--- src/design/iptf_pkg.sv ---
package iptf_pkg;

    // table geometry
    localparam int MAX_QUOTA     = 16;
    localparam int TABLE_ENTRIES = 32;
    localparam int IDX_W         = $clog2(TABLE_ENTRIES);
    localparam int SPAN_W        = $clog2(TABLE_ENTRIES + 1);

    // fixed field widths
    localparam int QUOTA_W = 5;
    localparam int PAGE_W  = 20;
    localparam int SLOT_W  = 5;
    localparam int CNT_W   = 32;

    localparam logic [QUOTA_W-1:0] QUOTA_RESET = QUOTA_W'(16);

    // one access
    typedef struct packed {
        logic              proc_id;
        logic [PAGE_W-1:0] page_number;
        logic              is_write;
    } iptf_in_t;

    // one result
    typedef struct packed {
        logic              hit;
        logic              flushed;
        logic [SLOT_W-1:0] slot;
        logic [CNT_W-1:0]  fault_total;
        logic [CNT_W-1:0]  disk_transfers;
        logic [CNT_W-1:0]  dirty_writebacks;
    } iptf_out_t;

    // what the table memory holds per entry
    typedef struct packed {
        logic [PAGE_W-1:0] page;
        logic              dirty;
    } iptf_entry_t;

    // saturating add of two counter-width values
    function automatic logic [CNT_W-1:0] sat_add(input logic [CNT_W-1:0] a,
                                                 input logic [CNT_W-1:0] b);
        logic [CNT_W:0] s;
        s = {1'b0, a} + {1'b0, b};
        return s[CNT_W] ? {CNT_W{1'b1}} : s[CNT_W-1:0];
    endfunction

endpackage

--- src/design/inverted_page_table_flush_when_full.sv ---
// Inverted page table for two processes with flush-when-full replacement.
// Input channel in_valid/in_stall/in_data carries one access beat (process,
// page, read/write). Output channel out_valid/out_stall/out_data returns
// exactly one result beat per access: hit, flush flag, slot and the
// process's three saturating counters. cfg_valid/cfg_ready/cfg_data writes
// frame_quota; it is always ready. It is to be written only while the block
// idles; the user is bound to this, the block itself does not enforce it.
// Each access is handled alone: an accept in the idle state, then a scan
// that reads the page memory one entry a cycle over 2*quota entries (the
// quota clamped to 1..16), the return of the last registered read, and a
// finish state that updates the table. A hit ends the scan at its matching
// entry. The scan is serial because the page memory has a single read port.
// A new beat is accepted once the finish state has passed, even while the
// previous result still waits in the output register; the finish state waits while that register is full and stalled.
// Reset clears the valid and owner bits (flip-flops) and all counters and
// sets the quota to 16; no clearing pass over the memory is needed.
module inverted_page_table_flush_when_full (
    input  logic                      clk,
    input  logic                      rst_n,
    input  logic                      in_valid,
    output logic                      in_stall,
    input  iptf_pkg::iptf_in_t        in_data,
    output logic                      out_valid,
    input  logic                      out_stall,
    output iptf_pkg::iptf_out_t       out_data,
    input  logic                      cfg_valid,
    output logic                      cfg_ready,
    input  logic [iptf_pkg::QUOTA_W-1:0] cfg_data
);

    import iptf_pkg::*;

    typedef enum logic [2:0] {
        ST_IDLE   = 3'b001,
        ST_SCAN   = 3'b010,
        ST_FINISH = 3'b100
    } state_t;

    state_t state_reg, state_next;

    logic [QUOTA_W-1:0] quota_reg;

    // entry flags in flip-flops
    logic [TABLE_ENTRIES-1:0] entry_valid_reg;
    logic [TABLE_ENTRIES-1:0] entry_owner_reg;

    // per-process counters
    logic [QUOTA_W-1:0] fsf_reg       [2];
    logic [CNT_W-1:0]   fault_cnt_reg [2];
    logic [CNT_W-1:0]   disk_cnt_reg  [2];
    logic [CNT_W-1:0]   wb_cnt_reg    [2];

    // current access
    logic               cur_p_reg;
    logic [PAGE_W-1:0]  cur_page_reg;
    logic               cur_wr_reg;
    logic [QUOTA_W-1:0] q_reg;
    logic [SPAN_W-1:0]  span_reg;

    // scan pipeline
    logic [SPAN_W-1:0] rd_idx_reg;
    logic              cmp_vld_reg;
    logic [IDX_W-1:0]  cmp_idx_reg;
    logic              hit_reg;
    logic [IDX_W-1:0]  hit_idx_reg;
    logic              free0_ok_reg, free1_ok_reg;
    logic [IDX_W-1:0]  free0_reg, free1_reg;
    logic [SPAN_W-1:0] dcnt_reg;

    logic      out_valid_reg;
    iptf_out_t out_data_reg;

    // memory side
    iptf_entry_t ram_q;
    iptf_entry_t ram_wdata;
    logic        ram_we;
    logic        rd_en;

    // effective quota and span of an accepted beat
    logic [QUOTA_W-1:0] q_eff;
    logic [QUOTA_W:0]   twice_q;
    logic [SPAN_W-1:0]  span_eff;

    logic in_acc;
    logic fin_go;
    logic c_valid, c_own, c_match, c_last;

    logic [QUOTA_W:0]   fsf_inc;
    logic               flush_now;
    logic               free_ok;
    logic [IDX_W-1:0]   free_sel;
    logic [CNT_W-1:0]   fault_new, disk_new, wb_new;

    assign in_stall  = (state_reg != ST_IDLE);
    assign in_acc    = in_valid && !in_stall;
    assign cfg_ready = 1'b1;
    assign out_valid = out_valid_reg;
    assign out_data  = out_data_reg;

    // quota clamp and search span
    always_comb
    begin
        q_eff = quota_reg;
        if (quota_reg == '0)
        begin
            q_eff = QUOTA_W'(1);
        end
        else if (32'(quota_reg) > MAX_QUOTA)
        begin
            q_eff = QUOTA_W'(MAX_QUOTA);
        end
        twice_q = {q_eff, 1'b0};
        if (32'(twice_q) > TABLE_ENTRIES)
        begin
            span_eff = SPAN_W'(TABLE_ENTRIES);
        end
        else
        begin
            span_eff = SPAN_W'(twice_q);
        end
    end

    // quota register
    always_ff @(posedge clk or negedge rst_n)
    begin
        if (!rst_n)
        begin
            quota_reg <= QUOTA_RESET;
        end
        else if (cfg_valid && cfg_ready)
        begin
            quota_reg <= cfg_data;
        end
    end

    // compare stage on the returned entry
    assign c_valid = entry_valid_reg[cmp_idx_reg];
    assign c_own   = (entry_owner_reg[cmp_idx_reg] == cur_p_reg);
    assign c_match = cmp_vld_reg && c_valid && c_own && (ram_q.page == cur_page_reg);
    assign c_last  = cmp_vld_reg && ((SPAN_W'(cmp_idx_reg) + SPAN_W'(1)) == span_reg);
    assign rd_en   = (state_reg == ST_SCAN) && (rd_idx_reg < span_reg);

    assign fin_go = (state_reg == ST_FINISH) && (!out_valid_reg || !out_stall);

    // miss bookkeeping
    always_comb
    begin
        fsf_inc   = {1'b0, fsf_reg[cur_p_reg]} + (QUOTA_W+1)'(1);
        flush_now = (fsf_inc >= ({1'b0, q_reg} + (QUOTA_W+1)'(1)));
        free_ok   = flush_now ? free1_ok_reg : free0_ok_reg;
        free_sel  = flush_now ? free1_reg : free0_reg;
        fault_new = sat_add(fault_cnt_reg[cur_p_reg], CNT_W'(1));
        disk_new  = flush_now ? sat_add(disk_cnt_reg[cur_p_reg], CNT_W'(q_reg))
                              : disk_cnt_reg[cur_p_reg];
        wb_new    = flush_now ? sat_add(wb_cnt_reg[cur_p_reg], CNT_W'(dcnt_reg))
                              : wb_cnt_reg[cur_p_reg];
    end

    // sequencer
    always_comb
    begin
        state_next = state_reg;
        case (state_reg)
            ST_IDLE:
            begin
                if (in_acc)
                begin
                    state_next = ST_SCAN;
                end
            end
            ST_SCAN:
            begin
                if (c_match || c_last)
                begin
                    state_next = ST_FINISH;
                end
            end
            ST_FINISH:
            begin
                if (fin_go)
                begin
                    state_next = ST_IDLE;
                end
            end
            default:
            begin
                state_next = ST_IDLE;
            end
        endcase
    end

    always_ff @(posedge clk or negedge rst_n)
    begin
        if (!rst_n)
        begin
            state_reg <= ST_IDLE;
        end
        else
        begin
            state_reg <= state_next;
        end
    end

    // access capture and scan tracking
    always_ff @(posedge clk or negedge rst_n)
    begin
        if (!rst_n)
        begin
            cmp_vld_reg  <= 1'b0;
            hit_reg      <= 1'b0;
            free0_ok_reg <= 1'b0;
            free1_ok_reg <= 1'b0;
            rd_idx_reg   <= '0;
            dcnt_reg     <= '0;
        end
        else if (in_acc)
        begin
            cmp_vld_reg  <= 1'b0;
            hit_reg      <= 1'b0;
            free0_ok_reg <= 1'b0;
            free1_ok_reg <= 1'b0;
            rd_idx_reg   <= '0;
            dcnt_reg     <= '0;
        end
        else if (state_reg == ST_SCAN)
        begin
            cmp_vld_reg <= rd_en;
            if (rd_en)
            begin
                rd_idx_reg <= rd_idx_reg + SPAN_W'(1);
            end
            if (c_match)
            begin
                hit_reg <= 1'b1;
            end
            if (cmp_vld_reg)
            begin
                if (!c_valid && !free0_ok_reg)
                begin
                    free0_ok_reg <= 1'b1;
                end
                if ((!c_valid || c_own) && !free1_ok_reg)
                begin
                    free1_ok_reg <= 1'b1;
                end
                if (c_valid && c_own && ram_q.dirty)
                begin
                    dcnt_reg <= dcnt_reg + SPAN_W'(1);
                end
            end
        end
        else
        begin
            cmp_vld_reg <= 1'b0;
        end
    end

    // payload of the scan, no reset needed
    always_ff @(posedge clk)
    begin
        if (in_acc)
        begin
            cur_p_reg    <= in_data.proc_id;
            cur_page_reg <= in_data.page_number;
            cur_wr_reg   <= in_data.is_write;
            q_reg        <= q_eff;
            span_reg     <= span_eff;
        end
        if (state_reg == ST_SCAN)
        begin
            cmp_idx_reg <= rd_idx_reg[IDX_W-1:0];
            if (c_match)
            begin
                hit_idx_reg <= cmp_idx_reg;
            end
            if (cmp_vld_reg && !c_valid && !free0_ok_reg)
            begin
                free0_reg <= cmp_idx_reg;
            end
            if (cmp_vld_reg && (!c_valid || c_own) && !free1_ok_reg)
            begin
                free1_reg <= cmp_idx_reg;
            end
        end
    end

    // table flags and counters, updated on a miss
    always_ff @(posedge clk or negedge rst_n)
    begin
        if (!rst_n)
        begin
            entry_valid_reg <= '0;
            entry_owner_reg <= '0;
            for (int p = 0; p < 2; p++)
            begin
                fsf_reg[p]       <= '0;
                fault_cnt_reg[p] <= '0;
                disk_cnt_reg[p]  <= '0;
                wb_cnt_reg[p]    <= '0;
            end
        end
        else if (fin_go && !hit_reg)
        begin
            fault_cnt_reg[cur_p_reg] <= fault_new;
            disk_cnt_reg[cur_p_reg]  <= disk_new;
            wb_cnt_reg[cur_p_reg]    <= wb_new;
            if (flush_now)
            begin
                fsf_reg[cur_p_reg] <= QUOTA_W'(1);
                for (int i = 0; i < TABLE_ENTRIES; i++)
                begin
                    if ((SPAN_W'(i) < span_reg) && (entry_owner_reg[i] == cur_p_reg))
                    begin
                        entry_valid_reg[i] <= 1'b0;
                    end
                end
            end
            else
            begin
                fsf_reg[cur_p_reg] <= fsf_inc[QUOTA_W-1:0];
            end
            if (free_ok)
            begin
                entry_valid_reg[free_sel] <= 1'b1;
                entry_owner_reg[free_sel] <= cur_p_reg;
            end
        end
    end

    // page memory write on a load
    assign ram_we          = fin_go && !hit_reg && free_ok;
    assign ram_wdata.page  = cur_page_reg;
    assign ram_wdata.dirty = cur_wr_reg;

    iptf_ram #(
        .DEPTH (TABLE_ENTRIES),
        .WIDTH ($bits(iptf_entry_t))
    ) u_page_ram (
        .clk   (clk),
        .we    (ram_we),
        .waddr (free_sel),
        .wdata (ram_wdata),
        .re    (rd_en),
        .raddr (rd_idx_reg[IDX_W-1:0]),
        .rdata (ram_q)
    );

    // output register
    always_ff @(posedge clk or negedge rst_n)
    begin
        if (!rst_n)
        begin
            out_valid_reg <= 1'b0;
        end
        else if (fin_go)
        begin
            out_valid_reg <= 1'b1;
        end
        else if (out_valid_reg && !out_stall)
        begin
            out_valid_reg <= 1'b0;
        end
    end

    always_ff @(posedge clk)
    begin
        if (fin_go)
        begin
            out_data_reg.hit <= hit_reg;
            if (hit_reg)
            begin
                out_data_reg.flushed          <= 1'b0;
                out_data_reg.slot             <= SLOT_W'(hit_idx_reg);
                out_data_reg.fault_total      <= fault_cnt_reg[cur_p_reg];
                out_data_reg.disk_transfers   <= disk_cnt_reg[cur_p_reg];
                out_data_reg.dirty_writebacks <= wb_cnt_reg[cur_p_reg];
            end
            else
            begin
                out_data_reg.flushed          <= flush_now;
                out_data_reg.slot             <= free_ok ? SLOT_W'(free_sel) : '0;
                out_data_reg.fault_total      <= fault_new;
                out_data_reg.disk_transfers   <= disk_new;
                out_data_reg.dirty_writebacks <= wb_new;
            end
        end
    end

    // checks on the scan and update logic
    a_cmp_in_span: assert property (@(posedge clk) disable iff (!rst_n)
        cmp_vld_reg |-> (SPAN_W'(cmp_idx_reg) < span_reg))
        else $error("compare index beyond search span");

    a_hit_keeps_table: assert property (@(posedge clk) disable iff (!rst_n)
        (fin_go && hit_reg) |=> $stable(entry_valid_reg))
        else $error("hit changed the valid bits");

    a_flush_restart: assert property (@(posedge clk) disable iff (!rst_n)
        (fin_go && !hit_reg && flush_now) |=> (fsf_reg[cur_p_reg] == QUOTA_W'(1)))
        else $error("flush did not restart fault count");

    a_finish_blocked: assert property (@(posedge clk) disable iff (!rst_n)
        (state_reg == ST_FINISH && out_valid_reg && out_stall) |=> (state_reg == ST_FINISH))
        else $error("finish left while output was stalled");

endmodule

--- src/design/iptf_ram.sv ---
module iptf_ram #(
    parameter int DEPTH = 32,
    parameter int WIDTH = 21
) (
    input  logic                     clk,
    input  logic                     we,
    input  logic [$clog2(DEPTH)-1:0] waddr,
    input  logic [WIDTH-1:0]         wdata,
    input  logic                     re,
    input  logic [$clog2(DEPTH)-1:0] raddr,
    output logic [WIDTH-1:0]         rdata
);

    logic [WIDTH-1:0] mem_reg [DEPTH];
    logic [WIDTH-1:0] rdata_reg;

    // single write port
    always_ff @(posedge clk)
    begin
        if (we)
        begin
            mem_reg[waddr] <= wdata;
        end
    end

    // registered read port
    always_ff @(posedge clk)
    begin
        if (re)
        begin
            rdata_reg <= mem_reg[raddr];
        end
    end

    assign rdata = rdata_reg;

endmodule
--- config.mk ---
export PLATFORM = sky130hd
export DESIGN_NAME = inverted_page_table_flush_when_full
export DESIGN_NICKNAME = d
export VERILOG_FILES = /design/src/design/iptf_pkg.sv /design/src/design/inverted_page_table_flush_when_full.sv /design/src/design/iptf_ram.sv
export SDC_FILE = /design/constraint.sdc
export NUM_CORES = 2
export LEC_CHECK = 0
export BUFFER_PORTS_ARGS = -buffer_cell sky130_fd_sc_hd__buf_2
export CORE_UTILIZATION = 57
export DETAILED_ROUTE_END_ITERATION = 10
export PLACE_DENSITY_LB_ADDON = 0.15
export SYNTH_ARGS = -nofsm -noshare
export SYNTH_HDL_FRONTEND = slang
export SYNTH_HIERARCHICAL = 1
export SYNTH_SLANG_ARGS = --single-unit
--- constraint.sdc ---
create_clock -name clk -period 12.8 [get_ports clk]
set_clock_uncertainty 0.2 [all_clocks]
set_input_delay 2.56 -clock clk [delete_from_list [all_inputs] [get_ports clk]]
set_output_delay 2.56 -clock clk [all_outputs]
set_load 0.02 [all_outputs]
==> qor.yml <==
global_route:
  grt_pass1_wl_microns: 194000
  grt_pass1_vias: 31700
  overflow: 0
  track_usage_pct: 28.2
  grt_start_max_net_pins: 165
  antenna_found_initial: 2
setup_path:
  ff2ff_path_depth: 14
  r2r-start: "cur_p_reg"
  critPathLaunchType: "register"
  required_ns: 12.92
  rr_endpoint: "u_page_ram/mem_reg[9][19]"
  cp.arrival_ns: 6.68
  rrSetupSlack_ns: 6.24
  criticalPathCategory: "reg2reg"
  cp_max_fo: 59
  end_kind: "register"
die:
  core_area_sq_mm: 0.0888
  die-width_microns: 302
  dieHeight_microns: 302
  dieArea_sq_mm: 0.0911
  initial_utilization_pct: 57.7
  row_count: 109
  io_pins: 138
place:
  numPortBuffers: 136
  dp_hpwl_microns: 79800
  placed_cell_area_sq_mm: 0.0529
  gp_congestion: 0.881
  dp_worst_setup_slack_ns: 6.36
route:
  ant_nets: 0
  wirelength_microns: 128000
  vias_per_cell: 6.31
  first_iter_violations: 3297
  num_vias: 33000
  wl_per_cell_microns: 24.5
  first_pass_iters: 10
  drc: 22
min_path:
  hold_depth: 1
  min_path_type: "reg2reg"
  hp-start: "fsf_reg[5]"
  min_to: "fsf_reg[5]"
timing:
  tightest_slew_ns: 1.33
  rsz0062_at_grt: "no"
  final.setup.worst_slack_ns: 6.24
  finalCriticalPeriod_ns: 6.56
  tns_ns: 0
  slew_violations: 0
  fmax_mhz: 152
  fin_crit_sh_pct: 51.3
  setup_viol: 0
  slew_headroom_pct: 11.4
  hold_viol: 0
yosys:
  yosysSeqAreaShare_pct: 63.9
  synth_seq_cells: 1139
  yosysUniqueCellTypes: 99
  synth-edff-count: 848
  avgSynthCellArea_sq_um: 13.3
  syn_nets: 3920
  netlist_instances: 3859
  netlist_area_sq_mm: 0.0513
  yosysWarnings: 6
  synth_flop_cell: "edfxtp_1"
  async_flop_share_pct: 25.5
clock_network:
  cts_resized: 0
  ctsHoldBuffers: 0
  clkLatencyLatePin_ns: 0.71
  cts_buffers: 114
  cts_root_buf: "clkbuf_16"
  cts.sink_count: 1139
  clk_path_buf_depth: 3
  clk_pin_slew_ns: 0.06
  cts_setup_buffers: 0
  cts_htree_levels: 3
  cts_tree: "yes"
layout:
  finish.utilization_pct: 63.9
  postLayoutCellArea_sq_mm: 0.0567
  layout-drive-gt1-share_pct: 13.8
  layout-area-overhead-vs-synth_pct: 10.7
  largest_reg_flops: 672
  nets: 4034
pwr:
  p_sw_mw: 2.49
  total_leakage_power_nw: 21.0
  power.total_mw: 9.12
  power_frac_seq_pct: 46.6
  pwr_density_cell_mw_per_mm2: 161
  switching_share_pct: 27.3
  vdd_ir_drop_max_v: 0.000154
  p_int_mw: 6.62
  power_frac_comb_pct: 16.4
  pwr-share-clk_pct: 36.9
job:
  max-cap-violations: 0
outcome:
  violations: "design-rule violations"
  status: "finished, violations left"
-- layer usage --
| metal | part of all wire, % | up-vias | wire [microns] | global-route usage, % |
|---|---|---|---|---|
| met4 | 3.0 | 0 | 3790 | 9.04 |
| li1 | - | 15100 | - | - |
| met3 | 5.7 | 219 | 7330 | 3.69 |
| met1 | 41 | 16600 | 52900 | 37.8 |
| met2 | 50 | 1150 | 64400 | 47.8 |
| met5 | 0 | - | 0 | 0 |
-- worst max path at each step --
stage                          from                   endpoint  slack [ns]  cells past startpoint
after floorplan           out_stall                out_data[0]        4.58                      1
after global placement    cur_p_reg  u_page_ram/mem_reg[9][13]        6.47                     14
after detailed placement  cur_p_reg  u_page_ram/mem_reg[9][16]        6.36                     14
after CTS                 cur_p_reg  u_page_ram/mem_reg[9][13]        6.33                     14
after global routing      cur_p_reg  u_page_ram/mem_reg[8][15]        5.94                     14
final                     cur_p_reg  u_page_ram/mem_reg[9][19]        6.24                     14
-- final cells by class --
type,instances,area [sq um]
Clock inverter,56,623
Fill cell,6613,32000
Tap cell,1165,1460
Antenna cell,1,2.50
Clock buffer,160,3170
Timing Repair Buffer,221,1370
Sequential cell,1139,32800
Inverter,31,116
Multi-Input combinational cell,2466,17200
-- layout by cell type, fill, tap and decap left out, types with 53 or more instances in the layout --
cell and count:
edfxtp_1 848, o21ai_0 97, o31ai_1 56, nor2_1 172
xor2_1 64, nand3_1 157, nand4_1 53, a22oi_1 101
buf_4 82, clkbuf_16 117, nor3_1 73, nand2_1 259
buf_2 135, mux2i_1 446, mux2_2 75, a21oi_1 245
a31oi_1 128, dfrtp_1 287
-- cells by family after synthesis --
family / count (synthesis) / share of synthesized area, %
buffers and inverters: 254 / 2.74
multiplexers: 532 / 10.8
adder cells (fa/ha/maj): 29 / 0.737
XOR/XNOR: 100 / 1.71
flip-flops: 1139 / 63.9
AND/OR/NAND/NOR: 970 / 9.49
other: 1 / 0.00732
AO/OA/AOI/OAI: 834 / 10.6
-- power by group through the flow --
stage          registers [mW]  clock network (mW)  logic (mW)
2_1_floorplan            4.33                   0        1.05
3_3_place_gp             4.33                   0        1.47
3_5_place_dp             4.33                   0        1.49
4_1_cts                  4.25                3.42        1.49
5_1_grt                  4.26                3.56        1.59
6_report                 4.25                3.37        1.50
-- critical path, cell delays in order (launching register included) --
cell	delay (ns)
edfxtp_1	0.32
buf_4	0.56
mux2_2	0.42
ha_1	0.23
xnor2_1	0.23
ha_1	0.27
o21ai_0	0.20
nand2b_1	0.10
a311o_1	0.35
buf_4	0.23
nand2_1	0.65
mux2i_1	0.54
inv_1	0.28
or3b_2	0.58
nor2_2	0.94
-- Yosys cell counts (10+ instances only) --
cell	count	share of area [%]
edfxtp_1	848	50
xnor2_1	36	0.62
mux2_2	75	1.6
o21a_1	22	0.32
nand4_1	53	0.65
a211oi_1	13	0.19
nand3_1	157	1.5
nand2_1	261	1.9
and2_1	11	0.13
nand2b_1	16	0.20
xor2_1	64	1.1
a22o_1	43	0.73
and3_1	25	0.31
nor2_1	207	1.5
o22a_1	15	0.26
a32oi_1	13	0.22
a22oi_1	101	1.5
nor2b_1	39	0.48
nand3b_1	34	0.50
clkbuf_1	104	0.76
buf_6	31	0.68
nor4_1	17	0.21
dfrtp_1	289	14
buf_2	55	0.54
nor3_1	73	0.71
a21oi_1	247	2.4
mux2i_1	446	8.7
a32o_1	10	0.20
a31oi_1	128	1.6
inv_1	27	0.20
o21ai_0	97	0.95
buf_4	16	0.23
o31ai_1	56	0.82
a21o_1	15	0.22
ha_1	27	0.66
-- through the flow --
stage	hold slack, ns	cells
2_1_floorplan	0.223	3859
4_1_cts	0.272	5238
6_report	0.271	5239
3_5_place_dp	0.264	5022
5_1_grt	0.286	5238
3_3_place_gp	0.249	5022
Note: power is estimated with default switching activity, not from simulation.
